### config.mk
export PLATFORM = sky130hd
export DESIGN_NAME = point_in_tile_polygon_test_top
export DESIGN_NICKNAME = d
export VERILOG_FILES = /design/src/pitpt_pkg.sv /design/src/point_in_tile_polygon_test_top.sv /design/src/pitpt_reduce.sv /design/src/pitpt_cell.sv
export VERILOG_INCLUDE_DIRS = /design/src /design/src/src
export SDC_FILE = /design/constraint.sdc
export NUM_CORES = 2
export LEC_CHECK = 0
export BUFFER_PORTS_ARGS = -buffer_cell sky130_fd_sc_hd__buf_2
export CAP_MARGIN = 20
export CORE_MARGIN = 2
export CORE_UTILIZATION = 60
export CTS_BUF_LIST = sky130_fd_sc_hd__clkbuf_16
export DETAILED_ROUTE_END_ITERATION = 7
export PLACE_DENSITY_LB_ADDON = 0.1
export SKIP_CTS_REPAIR_TIMING = 1
export SYNTH_ARGS = -nofsm -noshare
export SYNTH_HDL_FRONTEND = slang
export SYNTH_MEMORY_MAX_BITS = 65536
export SYNTH_SLANG_ARGS = --single-unit
### constraint.sdc
create_clock -name clk -period 15.2 [get_ports clk]
set_input_delay 3.04 -clock clk [delete_from_list [all_inputs] [get_ports clk]]
set_output_delay 3.04 -clock clk [all_outputs]
set_load 0.05 [all_outputs]
### src/point_in_tile_polygon_test_top_defines.svh
// Assertion macros shared by the point-in-tile outline test RTL.
// Needs a clock named clk and an active-low reset named rst_n in scope.
`ifndef POINT_IN_TILE_POLYGON_TEST_TOP_DEFINES_SVH
`define POINT_IN_TILE_POLYGON_TEST_TOP_DEFINES_SVH

// Same-cycle implication, checked outside reset
`define PITPT_ASSERT_NOW(lbl, ante, cons, msg) \
    lbl: assert property (@(posedge clk) disable iff (!rst_n) (ante) |-> (cons)) \
        else $error(msg);

// Next-cycle implication, checked outside reset
`define PITPT_ASSERT_NEXT(lbl, ante, cons, msg) \
    lbl: assert property (@(posedge clk) disable iff (!rst_n) (ante) |=> (cons)) \
        else $error(msg);

`endif

### src/pitpt_pkg.sv
// Shared types, hitbox outline ROM and helper functions for the outline test.
// No dependencies; used by pitpt_reduce, pitpt_cell and the top level.
package pitpt_pkg;

    // Tile coordinates, 0..127
    typedef logic [6:0] coord_t;
    typedef logic [3:0] vcount_t;
    typedef logic signed [7:0] diff_t;
    typedef logic signed [15:0] wide_t;

    typedef struct packed {
        coord_t x;
        coord_t y;
    } vertex_t;

    // Word handed from cell to cell
    typedef struct packed {
        coord_t  px;
        coord_t  py;
        logic [2:0] sel;
        vcount_t n;
        logic    parity;
        logic    decided;
        logic    verdict;
        coord_t  bottom;
        coord_t  right;
        coord_t  left;
    } item_t;

    // Vertex counts of the eight outlines
    localparam vcount_t OUTLINE_LEN [8] = '{4'd10, 4'd10, 4'd4, 4'd6,
                                           4'd4, 4'd4, 4'd4, 4'd4};

    function automatic vertex_t mkv(input coord_t x, input coord_t y);
        vertex_t v;
        v.x = x;
        v.y = y;
        return v;
    endfunction

    // Hitbox outline ROM, built from the tile size
    function automatic vertex_t rom_vertex(input logic [2:0] sel, input logic [3:0] idx,
                                           input coord_t t);
        logic [8:0] t3;
        coord_t q1;
        coord_t q2;
        coord_t q3;
        vertex_t v;
        t3 = 9'({t, 1'b0}) + 9'(t);
        q1 = t >> 2;
        q2 = t >> 1;
        q3 = coord_t'(t3 >> 2);
        v  = mkv('0, '0);
        case (sel)
            3'd0: begin // stairs up
                case (idx)
                    4'd0: v = mkv('0, t);
                    4'd1: v = mkv('0, q3);
                    4'd2: v = mkv(q1, q3);
                    4'd3: v = mkv(q1, q2);
                    4'd4: v = mkv(q2, q2);
                    4'd5: v = mkv(q2, q1);
                    4'd6: v = mkv(q3, q1);
                    4'd7: v = mkv(q3, '0);
                    4'd8: v = mkv(t, '0);
                    4'd9: v = mkv(t, t);
                    default: v = mkv('0, '0);
                endcase
            end
            3'd1: begin // stairs down
                case (idx)
                    4'd0: v = mkv('0, '0);
                    4'd1: v = mkv(q1, '0);
                    4'd2: v = mkv(q1, q1);
                    4'd3: v = mkv(q2, q1);
                    4'd4: v = mkv(q2, q2);
                    4'd5: v = mkv(q3, q2);
                    4'd6: v = mkv(q3, q3);
                    4'd7: v = mkv(t, q3);
                    4'd8: v = mkv(t, t);
                    4'd9: v = mkv('0, t);
                    default: v = mkv('0, '0);
                endcase
            end
            3'd2: begin // chest
                case (idx)
                    4'd0: v = mkv(7'd1, t);
                    4'd1: v = mkv(7'd1, t - 7'd21);
                    4'd2: v = mkv(t - 7'd1, t - 7'd21);
                    4'd3: v = mkv(t - 7'd1, t);
                    default: v = mkv('0, '0);
                endcase
            end
            3'd3: begin // stone
                case (idx)
                    4'd0: v = mkv(7'd2, t);
                    4'd1: v = mkv(7'd2, t - 7'd13);
                    4'd2: v = mkv(t - 7'd10, t - 7'd13);
                    4'd3: v = mkv(t - 7'd10, t - 7'd6);
                    4'd4: v = mkv(t - 7'd1, t - 7'd6);
                    4'd5: v = mkv(t - 7'd1, t);
                    default: v = mkv('0, '0);
                endcase
            end
            3'd4: begin // low box
                case (idx)
                    4'd0: v = mkv(7'd8, t);
                    4'd1: v = mkv(7'd8, t - 7'd12);
                    4'd2: v = mkv(t - 7'd7, t - 7'd12);
                    4'd3: v = mkv(t - 7'd7, t);
                    default: v = mkv('0, '0);
                endcase
            end
            3'd5: begin // low box, wide
                case (idx)
                    4'd0: v = mkv(7'd1, t);
                    4'd1: v = mkv(7'd1, t - 7'd14);
                    4'd2: v = mkv(t - 7'd1, t - 7'd14);
                    4'd3: v = mkv(t - 7'd1, t);
                    default: v = mkv('0, '0);
                endcase
            end
            3'd6: begin // barrel
                case (idx)
                    4'd0: v = mkv(7'd3, t);
                    4'd1: v = mkv(7'd3, '0);
                    4'd2: v = mkv(t - 7'd3, '0);
                    4'd3: v = mkv(t - 7'd3, t);
                    default: v = mkv('0, '0);
                endcase
            end
            default: begin // door
                case (idx)
                    4'd0: v = mkv(7'd2, t);
                    4'd1: v = mkv(7'd2, '0);
                    4'd2: v = mkv(t - 7'd26, '0);
                    4'd3: v = mkv(t - 7'd26, t);
                    default: v = mkv('0, '0);
                endcase
            end
        endcase
        return v;
    endfunction

    // Coordinate as a signed difference operand
    function automatic diff_t sdiff(input coord_t c);
        return diff_t'({1'b0, c});
    endfunction

    // num/den within [0,1], den nonzero
    function automatic logic frac_in_unit(input wide_t num, input wide_t den);
        if (den > 0)
            return (num >= 0) && (num <= den);
        return (num <= 0) && (num >= den);
    endfunction

endpackage

### src/point_in_tile_polygon_test_top.sv
// An accepted point word goes through the remainder steps, then each edge cell in turn
// (the first takes the hand-off), then the output register.
// The front end takes a new word only once the shared 4-bit-per-cycle remainder unit is done
// with the last; the edge cells form a pipeline, so several words may be in flight.
// Reset (rst_n, asynchronous, active low) clears the sequencer, the cell valid bits and
// the output valid; the outline ROM is constant logic and needs no load.
module point_in_tile_polygon_test_top
    import pitpt_pkg::*;
#(
    parameter int TILE_SIZE    = 32,
    parameter int MAX_VERTICES = 10,
    parameter int NUM_OUTLINES = 8
) (
    input  logic        clk,
    input  logic        rst_n,
    input  logic        point_valid,
    output logic        point_stall,
    input  logic [15:0] x_coord,
    input  logic [15:0] y_coord,
    input  logic [2:0]  polygon_select,
    output logic        result_valid,
    input  logic        result_stall,
    output logic        inside_res,
    output logic [5:0]  bottom_edge_y,
    output logic [5:0]  right_edge_x,
    output logic [5:0]  left_edge_x
);

`include "point_in_tile_polygon_test_top_defines.svh"

    localparam coord_t TILE = coord_t'(TILE_SIZE);

    logic                    advance;
    logic                    hand_valid;
    item_t                   hand_item;
    logic [MAX_VERTICES-1:0] cell_valid;
    item_t                   cell_item [MAX_VERTICES];
    item_t                   last_item;
    logic                    last_inside;
    logic                    result_valid_reg, result_valid_next;
    logic                    inside_reg;
    logic [5:0]              bottom_reg;
    logic [5:0]              right_reg;
    logic [5:0]              left_reg;

    // Whole chain moves unless a finished word is waiting on a stalled output
    assign advance = !(result_valid_reg && result_stall);

    pitpt_reduce #(
        .TILE_SIZE   (TILE_SIZE),
        .MAX_VERTICES(MAX_VERTICES),
        .NUM_OUTLINES(NUM_OUTLINES)
    ) u_reduce (
        .clk           (clk),
        .rst_n         (rst_n),
        .point_valid   (point_valid),
        .point_stall   (point_stall),
        .x_coord       (x_coord),
        .y_coord       (y_coord),
        .polygon_select(polygon_select),
        .take          (advance),
        .hand_valid    (hand_valid),
        .hand_item     (hand_item)
    );

    // Row of edge cells
    for (genvar k = 0; k < MAX_VERTICES; k++)
    begin : g_cell
        if (k == 0)
        begin : g_first
            pitpt_cell #(
                .TILE_SIZE(TILE_SIZE),
                .CELL_IDX (k)
            ) u_cell (
                .clk     (clk),
                .rst_n   (rst_n),
                .advance (advance),
                .up_valid(hand_valid),
                .up_item (hand_item),
                .dn_valid(cell_valid[k]),
                .dn_item (cell_item[k])
            );
        end
        else
        begin : g_rest
            pitpt_cell #(
                .TILE_SIZE(TILE_SIZE),
                .CELL_IDX (k)
            ) u_cell (
                .clk     (clk),
                .rst_n   (rst_n),
                .advance (advance),
                .up_valid(cell_valid[k-1]),
                .up_item (cell_item[k-1]),
                .dn_valid(cell_valid[k]),
                .dn_item (cell_item[k])
            );
        end
    end

    // Final verdict; an outside point keeps the default offsets
    assign last_item   = cell_item[MAX_VERTICES-1];
    assign last_inside = last_item.decided ? last_item.verdict : last_item.parity;

    assign result_valid_next = advance ? cell_valid[MAX_VERTICES-1] : result_valid_reg;

    always_ff @(posedge clk or negedge rst_n)
    begin
        if (!rst_n)
            result_valid_reg <= 1'b0;
        else
            result_valid_reg <= result_valid_next;
    end

    always_ff @(posedge clk)
    begin
        if (advance)
        begin
            inside_reg <= last_inside;
            bottom_reg <= last_inside ? last_item.bottom[5:0] : 6'd0;
            right_reg  <= last_inside ? last_item.right[5:0]  : 6'd0;
            left_reg   <= last_inside ? last_item.left[5:0]   : TILE[5:0];
        end
    end

    assign result_valid  = result_valid_reg;
    assign inside_res    = inside_reg;
    assign bottom_edge_y = bottom_reg;
    assign right_edge_x  = right_reg;
    assign left_edge_x   = left_reg;

    // Checks
    `PITPT_ASSERT_NEXT(a_chain_frozen, !advance, $stable(cell_valid), "cell valid moved while output blocked")
    `PITPT_ASSERT_NEXT(a_handoff, hand_valid && advance, cell_valid[0], "word lost entering first cell")
    `PITPT_ASSERT_NEXT(a_drain, cell_valid[MAX_VERTICES-1] && advance, result_valid, "word lost at output")
    `PITPT_ASSERT_NOW(a_outside_defaults, result_valid && !inside_res, (bottom_edge_y == 6'd0) && (right_edge_x == 6'd0) && (left_edge_x == TILE[5:0]), "outside result with offsets set")

endmodule

### src/pitpt_reduce.sv
// Front end: takes a point word, reduces x and y modulo the tile size
// (4 remainder bits per cycle) and looks up the outline length. Uses pitpt_pkg.
module pitpt_reduce
    import pitpt_pkg::*;
#(
    parameter int TILE_SIZE    = 32,
    parameter int MAX_VERTICES = 10,
    parameter int NUM_OUTLINES = 8
) (
    input  logic        clk,
    input  logic        rst_n,
    input  logic        point_valid,
    output logic        point_stall,
    input  logic [15:0] x_coord,
    input  logic [15:0] y_coord,
    input  logic [2:0]  polygon_select,
    input  logic        take,
    output logic        hand_valid,
    output item_t       hand_item
);

    localparam logic [6:0] TILE7 = 7'(TILE_SIZE);
    localparam int         BITS_PER_STEP = 4;
    localparam int         STEPS = 16 / BITS_PER_STEP;

    typedef enum logic [2:0] {
        RED_IDLE = 3'b001,
        RED_RUN  = 3'b010,
        RED_HOLD = 3'b100
    } red_state_t;

    red_state_t  state_reg, state_next;
    logic [1:0]  step_reg, step_next;
    logic [15:0] xs_reg, xs_next;
    logic [15:0] ys_reg, ys_next;
    logic [5:0]  xr_reg, xr_next;
    logic [5:0]  yr_reg, yr_next;
    logic [2:0]  sel_reg, sel_next;
    logic        accept;
    logic [5:0]  xr_step;
    logic [5:0]  yr_step;
    vcount_t     len;
    logic        len_ok;

    // One restoring remainder step: shift a bit in, subtract the tile if it fits
    function automatic logic [5:0] rem_step(input logic [5:0] r, input logic b);
        logic [6:0] s;
        s = {r, b};
        if (s >= TILE7)
            s = s - TILE7;
        return s[5:0];
    endfunction

    // Four bits of both remainders per cycle, MSB first
    always_comb
    begin
        xr_step = xr_reg;
        yr_step = yr_reg;
        for (int k = 0; k < BITS_PER_STEP; k++)
        begin
            xr_step = rem_step(xr_step, xs_reg[15 - k]);
            yr_step = rem_step(yr_step, ys_reg[15 - k]);
        end
    end

    assign point_stall = !((state_reg == RED_IDLE) || ((state_reg == RED_HOLD) && take));
    assign accept      = point_valid && !point_stall;

    // Sequencer
    always_comb
    begin
        state_next = state_reg;
        step_next  = step_reg;
        xs_next    = xs_reg;
        ys_next    = ys_reg;
        xr_next    = xr_reg;
        yr_next    = yr_reg;
        sel_next   = sel_reg;
        unique case (state_reg)
            RED_IDLE:
            begin
                if (accept)
                    state_next = RED_RUN;
            end
            RED_RUN:
            begin
                xs_next   = xs_reg << BITS_PER_STEP;
                ys_next   = ys_reg << BITS_PER_STEP;
                xr_next   = xr_step;
                yr_next   = yr_step;
                step_next = step_reg + 2'd1;
                if (step_reg == 2'(STEPS - 1))
                    state_next = RED_HOLD;
            end
            RED_HOLD:
            begin
                if (accept)
                    state_next = RED_RUN;
                else if (take)
                    state_next = RED_IDLE;
            end
            default: state_next = RED_IDLE;
        endcase
        if (accept)
        begin
            xs_next   = x_coord;
            ys_next   = y_coord;
            xr_next   = '0;
            yr_next   = '0;
            sel_next  = polygon_select;
            step_next = '0;
        end
    end

    always_ff @(posedge clk or negedge rst_n)
    begin
        if (!rst_n)
        begin
            state_reg <= RED_IDLE;
            step_reg  <= '0;
        end
        else
        begin
            state_reg <= state_next;
            step_reg  <= step_next;
        end
    end

    // Payload, no reset
    always_ff @(posedge clk)
    begin
        xs_reg  <= xs_next;
        ys_reg  <= ys_next;
        xr_reg  <= xr_next;
        yr_reg  <= yr_next;
        sel_reg <= sel_next;
    end

    // Outline length; unused or oversize outlines have none
    assign len    = OUTLINE_LEN[sel_reg];
    assign len_ok = ({2'b00, sel_reg} < 5'(NUM_OUTLINES)) &&
                    ({1'b0, len} <= 5'(MAX_VERTICES));

    assign hand_valid = (state_reg == RED_HOLD);

    always_comb
    begin
        hand_item         = '0;
        hand_item.px      = {1'b0, xr_reg};
        hand_item.py      = {1'b0, yr_reg};
        hand_item.sel     = sel_reg;
        hand_item.n       = len_ok ? len : '0;
        hand_item.parity  = 1'b0;
        hand_item.decided = 1'b0;
        hand_item.verdict = 1'b0;
        hand_item.bottom  = '0;
        hand_item.right   = '0;
        hand_item.left    = coord_t'(TILE_SIZE);
    end

endmodule

### src/pitpt_cell.sv
// One edge cell: tests outline edge CELL_IDX against the ray and updates
// the edge offsets, then registers the word for the next cell. Uses pitpt_pkg.
module pitpt_cell
    import pitpt_pkg::*;
#(
    parameter int TILE_SIZE = 32,
    parameter int CELL_IDX  = 0
) (
    input  logic  clk,
    input  logic  rst_n,
    input  logic  advance,
    input  logic  up_valid,
    input  item_t up_item,
    output logic  dn_valid,
    output item_t dn_item
);

    localparam coord_t     TILE     = coord_t'(TILE_SIZE);
    localparam logic [4:0] IDX5     = 5'(CELL_IDX);
    localparam logic [4:0] NEXT5    = 5'(CELL_IDX + 1);

    logic       valid_reg, valid_next;
    item_t      item_reg, item_next;
    logic [3:0] j_idx;
    vertex_t    v3;
    vertex_t    v4;
    logic       edge_on;
    logic       chain_on;
    diff_t      dy;
    diff_t      dpx;
    wide_t      den;
    wide_t      na;
    wide_t      nb;
    logic       span_x;
    logic       span_y;

    // Edge endpoints; the last edge wraps to vertex 0
    assign j_idx    = (NEXT5 == {1'b0, up_item.n}) ? 4'd0 : NEXT5[3:0];
    assign v3       = rom_vertex(up_item.sel, IDX5[3:0], TILE);
    assign v4       = rom_vertex(up_item.sel, j_idx, TILE);
    assign edge_on  = (IDX5 < {1'b0, up_item.n}) && !up_item.decided;
    assign chain_on = (NEXT5 < {1'b0, up_item.n});

    // Intersection terms
    assign dy  = sdiff(v4.y) - sdiff(v3.y);
    assign dpx = sdiff(up_item.px) - sdiff(TILE);
    assign den = wide_t'(dy) * wide_t'(dpx);
    assign na  = wide_t'(sdiff(v4.x) - sdiff(TILE)) * wide_t'(dy)
               - wide_t'(sdiff(v4.x) - sdiff(v3.x)) * wide_t'(sdiff(v4.y) - sdiff(up_item.py));
    assign nb  = wide_t'(dpx) * wide_t'(sdiff(v4.y) - sdiff(up_item.py));

    assign span_x = ((v3.x <= up_item.px) && (v4.x >= up_item.px)) ||
                    ((v3.x >= up_item.px) && (v4.x <= up_item.px));
    assign span_y = ((v3.y <= up_item.py) && (v4.y >= up_item.py)) ||
                    ((v3.y >= up_item.py) && (v4.y <= up_item.py));

    always_comb
    begin
        item_next = up_item;
        // Ray crossing test; a level edge at the point's height may decide early
        if (edge_on)
        begin
            if (den == 0)
            begin
                if ((up_item.py == v3.y) && (up_item.px <= v4.x))
                begin
                    item_next.decided = 1'b1;
                    item_next.verdict = (up_item.px >= v3.x);
                end
            end
            else if (frac_in_unit(na, den) && frac_in_unit(nb, den))
            begin
                item_next.parity = !up_item.parity;
            end
        end
        // Edge offsets over the open vertex chain
        if (chain_on)
        begin
            if (span_x && (v3.y <= up_item.py))
                item_next.bottom = v3.y;
            if (span_y && (v3.x <= up_item.px))
                item_next.right = v3.x;
            if (span_y && (v3.x >= up_item.px))
                item_next.left = v3.x;
        end
    end

    assign valid_next = advance ? up_valid : valid_reg;

    always_ff @(posedge clk or negedge rst_n)
    begin
        if (!rst_n)
            valid_reg <= 1'b0;
        else
            valid_reg <= valid_next;
    end

    always_ff @(posedge clk)
    begin
        if (advance)
            item_reg <= item_next;
    end

    assign dn_valid = valid_reg;
    assign dn_item  = item_reg;

endmodule

# [Word-level counts from Yosys, hierarchy flattened]
# Memories as Yosys holds them, arrays and structs flattened.
# Cells that the tools add are included.
# Widths: inputs -> output; s select.
[word_totals] regBits=481 rom_bits=1952 out_inout_bits=21 elab_cells=1137 memories=21
[op_classes] add_sub_neg=69 multipliers=40 order_cmp=220 n_eq_ne=137 mux=306 n_bitwise=2 n_reduce_logical=224
[memory_table] memory="(name not given)" depth=16 word_bits=6 read_ports=1 rd_ports_with_merged_regs=0 write_ports=0 line="pitpt_pkg.sv:56" rtl="case (idx)"
[memory_table] memory="(name not given)" depth=16 word_bits=6 read_ports=1 rd_ports_with_merged_regs=0 write_ports=0 line="pitpt_pkg.sv:71" rtl="case (idx)"
[memory_table] memory="(name not given)" depth=16 word_bits=6 read_ports=1 rd_ports_with_merged_regs=0 write_ports=0 line="pitpt_pkg.sv:56"
[memory_table] memory="(name not given)" depth=16 word_bits=6 read_ports=1 rd_ports_with_merged_regs=0 write_ports=0 line="pitpt_pkg.sv:71"
[memory_table] memory="(name not given)" depth=16 word_bits=6 read_ports=1 rd_ports_with_merged_regs=0 write_ports=0 line="pitpt_pkg.sv:56"
[memory_table] memory="(name not given)" depth=16 word_bits=6 read_ports=1 rd_ports_with_merged_regs=0 write_ports=0 line="pitpt_pkg.sv:71"
[memory_table] memory="+15 memories"
[ops] operator="$pmux 12 s4" count=40
[ops] operator="$pmux 14 s7" count=10
[ops] operator="$pmux 12 s6" count=11
[ops] operator="$pmux 10 s4" count=10
[ops] operator="$ge 16x1->1 const B" count=20
[ops] operator="$ge 16x16->1" count=20
[ops] operator="$le 16x1->1 const B" count=20
[ops] operator="$le 16x16->1" count=20
[ops] operator="$logic_not 32->1" count=10
[ops] operator="$mul 8x8->16" count=20
[ops] operator="$ge 7x6->1" count=30
[ops] operator="$le 7x6->1" count=30
[ops] operator="$mux 20" count=9
[ops] operator="$gt 16x1->1 const B" count=10
[ops] operator="$sub 16x16->16" count=10
[ops] operator="$mul 7x8->15" count=10
[ops] operator="$mul 8x7->15" count=10
[ops] operator="$logic_and 1x1->1" count=142
[ops] operator="$mux 1" count=131
[ops] operator="$mux 7" count=18
[ops] operator="$sub 7x6->8" count=13
[ops] operator="$mux 6" count=17
[ops] operator="$eq 3x3->1 const B" count=31
[ops] operator="$pmux 12 s7" count=1
[ops] operator="other kinds (56)" count=355

# [Longest topological paths before layout]
[depth] depth_word=22 ltp_mapped=42 depth_no_buf=41

# [Modules after synthesis]
# From an unflattened synthesis, not the netlist that was laid out.
[unflattened] hier_cells=12543 area_unflattened_um2=118693.8
[by_module_without_submodules] module="pitpt_cell (g_cell[2].g_rest.u_cell)" n_inst=1 cells_each=1491 area_each_um2=13614.3 seq_area_each_um2=1376.3
[by_module_without_submodules] module="pitpt_cell (g_cell[1].g_rest.u_cell)" n_inst=1 cells_each=1449 area_each_um2=13321.5 seq_area_each_um2=1376.3
[by_module_without_submodules] module="pitpt_cell (g_cell[3].g_rest.u_cell)" n_inst=1 cells_each=1367 area_each_um2=12644.6 seq_area_each_um2=1376.3
[by_module_without_submodules] module="pitpt_cell (g_cell[4].g_rest.u_cell)" n_inst=1 cells_each=1321 area_each_um2=12429.4 seq_area_each_um2=1376.3
[by_module_without_submodules] module="pitpt_cell (g_cell[0].g_first.u_cell)" n_inst=1 cells_each=1292 area_each_um2=12328.1 seq_area_each_um2=1376.3
[by_module_without_submodules] module="pitpt_cell (g_cell[5].g_rest.u_cell)" n_inst=1 cells_each=1204 area_each_um2=11272.1 seq_area_each_um2=1376.3
[by_module_without_submodules] module="pitpt_cell (g_cell[6].g_rest.u_cell)" n_inst=1 cells_each=1131 area_each_um2=10829.1 seq_area_each_um2=1376.3
[by_module_without_submodules] module="pitpt_cell (g_cell[7].g_rest.u_cell)" n_inst=1 cells_each=1076 area_each_um2=10334.9 seq_area_each_um2=1376.3
[by_module_without_submodules] module="pitpt_cell (g_cell[8].g_rest.u_cell)" n_inst=1 cells_each=945 area_each_um2=9166.3 seq_area_each_um2=1376.3
[by_module_without_submodules] module="pitpt_cell (g_cell[9].g_rest.u_cell)" n_inst=1 cells_each=940 area_each_um2=9076.2 seq_area_each_um2=1376.3
[by_module_without_submodules] module="pitpt_reduce" n_inst=1 cells_each=283 area_each_um2=2915.3 seq_area_each_um2=1417.6
[by_module_without_submodules] module="point_in_tile_polygon_test_top" n_inst=1 cells_each=44 area_each_um2=762.0 seq_area_each_um2=595.6

# [Worst setup path after synthesis]
# Ideal clock, no wire load.
[synth_path] path_type="in2reg" from="in result_stall" to="reg g_cell[1].g_rest.u_cell.valid_reg" arrival_time_ns=14.816 t_required_ns=15.078 setup_slack_ns=0.263 stages=3 n_path_buf=1 path_cell_list="nand2_1 -> clkbuf_1 -> mux2_2"
[synth_via] elab_chain_len=1
[synth_lines] element="start: declaration" line="point_in_tile_polygon_test_top.sv:22" rtl="input logic result_stall,"
[synth_lines] element="$logic_and 1x1->1" line="point_in_tile_polygon_test_top.sv:47" rtl="assign advance = !(result_valid_reg && result_stall);"
[synth_lines] element="end signal: assignment" line="pitpt_cell.sv:95" rtl="valid_reg <= valid_next;"
[synth_lines] element="end: declaration" line="pitpt_cell.sv:22" rtl="logic valid_reg, valid_next;"
# Every way passes these cells.
# A chain may end at the register's enable or synchronous reset.

==> run_results.csv <==
group,metric,value,unit
status,status,"completed",
placement,dp_hpwl,216000,um
logic_synthesis,ys.flop_type,"edfxtp_1",
floorplanning,rows,151,
drt,drt_iter0_drc,4478,
finish,antennaDiodeCount,0,
global_route,grt_pass1_vias,78500,
floorplanning,ios,60,
drt,drt_pre_antenna_iters,8,
finish,layout_common_cells,"2073 x inv_1, 1633 x fa_1, 1531 x ha_1",
drt,drc,0,
finish,num-fill-cells,14200,
sta,post-route-min-period,11060,ps
sta,fin_skew,41.8,ps
clocking,clkLatencyLatePin,640,ps
logic_synthesis,synth_area_leader_cell,"fa_1",
logic_synthesis,yosysTopAreaCellShare,32.1,%
drt,ant_nets,0,
logic_synthesis,yosys_warnings,0,
sta,tns,0,ps
logic_synthesis,synthTopCellsByArea,"fa_1 32%, ha_1 19%, edfxtp_1 12%",
worst_setup_path,worst_setup_path_start_kind,"flip-flop",
sta,slew_viol_final,0,
sta,timing.hold.ws,428,ps
clocking,cts_inserted_buffers,48,
finish,nNetsFinal,14000,
worst_setup_path,slowest_delay,760,ps
worst_setup_path,cp.required,15660,ps
logic_synthesis,syn_area_per_cell,9.53,sq um
run,cap_violations,0,
placement,place_congestion,0.967,
logic_synthesis,async_flop_share,3.69,%
logic_synthesis,ys_types,100,
sta,hold_viol_final,0,
finish,post-route-util,63.3,%
worst_setup_path,crit_type,"flip-flop to flip-flop",
global_route,grt_pass1_wl,417000,um
clocking,cts_tree,"yes",
finish,largest_reg_flops,323,
sta,finalSetupViolCount,0,
logic_synthesis,syn_inst,10700,
finish,area_growth,5.04,%
placement,io_buffers,59,
worst_setup_path,path_max_fanout,17,
worst_setup_path,worstSetupEndpointType,"flip-flop",
worst_setup_path,crit_top_cell,"fa_1",
worst_setup_path,critical_path_arrival,11520,ps
drt,vias,73900,
floorplanning,die-area,0.173,sq mm
logic_synthesis,synth_seq_cells,434,
drt,post_drt_wl_per_cell,19.4,um
drt,vias_per_cell,5.65,
floorplanning,fp.dieH,416,um
sta,fin_crit_sh,72.8,%
floorplanning,start_util,60.2,%
clocking,ctsLongestPathBuffers,3,
worst_setup_path,critPathSlowestCell,"fa_1",
clocking,clockRootBuffer,"clkbuf_16",
sta,worst_slew_pin_slew,1150,ps
global_route,grt-ovfl-total,0,
drt,drt_wl_total,253000,um
clocking,cts_sinks,434,
worst_hold_path,hp-class,"flip-flop to flip-flop",
floorplanning,core,0.169,sq mm
global_route,grt_max_degree,196,
global_route,grt_usage,30.3,%
clocking,clk_pin_slew_worst_paths,80,ps
finish,layout.cells.most_common,"inv_1",
clocking,htree_levels,2,
logic_synthesis,syn_area,0.102,sq mm
sta,slew-limit-headroom,22.9,%
global_route,antenna_found_initial,6,
logic_synthesis,synth_edf_count,406,
sta,max_freq,90.4,MHz
logic_synthesis,ys_seq_area_share,12.6,%
floorplanning,die_w,416,um
finish,drive_gt1_share,4.05,%
sta,rsz0062_at_grt,"no",
==> cell families after synthesis <==
kind of cell / after synthesis / synth area share, %
compound gates: 1158 / 7.53
flops: 434 / 12.6
fa+ha+maj: 3167 / 51.0
buf+inv: 2269 / 8.39
other cells: 2 / 0.00738
xor+xnor: 579 / 5.01
mux: 120 / 1.31
simple gates: 2943 / 14.1
==> synth_stat cells, types with 151 or more instances <==
cell         n
inv_1     2066
o21ai_0    205
a21oi_1    327
fa_1      1633
nand2_1    471
edfxtp_1   406
nor3_1     151
nor2b_1    202
clkbuf_1   163
and2_1     367
ha_1      1531
xnor2_1    439
nor2_1    1117
==> metal layers <==
metal,up-vias,GRT usage [%],wire (um)
met1,36800,38.9,104000
met2,1955,52.9,125000
li1,34700,-,-
met3,487,2.86,11900
met5,-,0,76
met4,10,11.7,12000
==> metrics by stage <==
stage / cell area, sq um / worst slack (ps) / cells
2_1_floorplan: 102000 / 263 / 10800
3_3_place_gp: 105000 / 4330 / 13000
3_5_place_dp: 105000 / 4040 / 13000
4_1_cts: 107000 / 4050 / 13100
5_1_grt: 107000 / 3560 / 13100
6_report: 107000 / 4140 / 13100
==> final cells by class <==
cell class / count / area, sq um / share of cell area [%]
clock buffer: 48 / 1200 / 1.12
clock inverter: 42 / 354 / 0.331
inverter: 2090 / 7850 / 7.34
multi-input combinational: 8119 / 80900 / 75.7
sequential: 434 / 12800 / 12.0
tap: 2218 / 2780 / 2.60
timing repair buffer: 139 / 906 / 0.848
==> critical path: cells and delay by family (launching register included) <==
kind            cells  cell delay [ps]
fa+ha+maj          11             5330
compound gates      9             2080
simple gates        8             2070
flops               1              600
buf+inv             3              580
xor+xnor            1              210
==> path summary, 6_finish.rpt <==
check,start,to,slack [ps],cells after the start
max,u_reduce.sel_reg[1]$_DFFE_PP_,g_cell[0].g_first.u_cell.dn_item[23]$_SDFFCE_PP0N_,4140,32
min,u_reduce.xr_reg[3]$_SDFFE_PP0P_,g_cell[0].g_first.u_cell.dn_item[41]$_DFFE_PN_,430,0
max reg2reg,u_reduce.sel_reg[1]$_DFFE_PP_,g_cell[0].g_first.u_cell.dn_item[23]$_SDFFCE_PP0N_,4140,32
min reg2reg,u_reduce.xr_reg[3]$_SDFFE_PP0P_,g_cell[0].g_first.u_cell.dn_item[41]$_DFFE_PN_,430,0
max in group asynchronous,rst_n,u_reduce.state_reg[0]$_DFFE_PN1P_,12580,1
min in group asynchronous,rst_n,u_reduce.state_reg[2]$_DFFE_PN0P_,2320,1
Power is left out: the tool's default activity adds up to more than one toggle a clock period on the data nets, which glitch-free logic cannot reach.
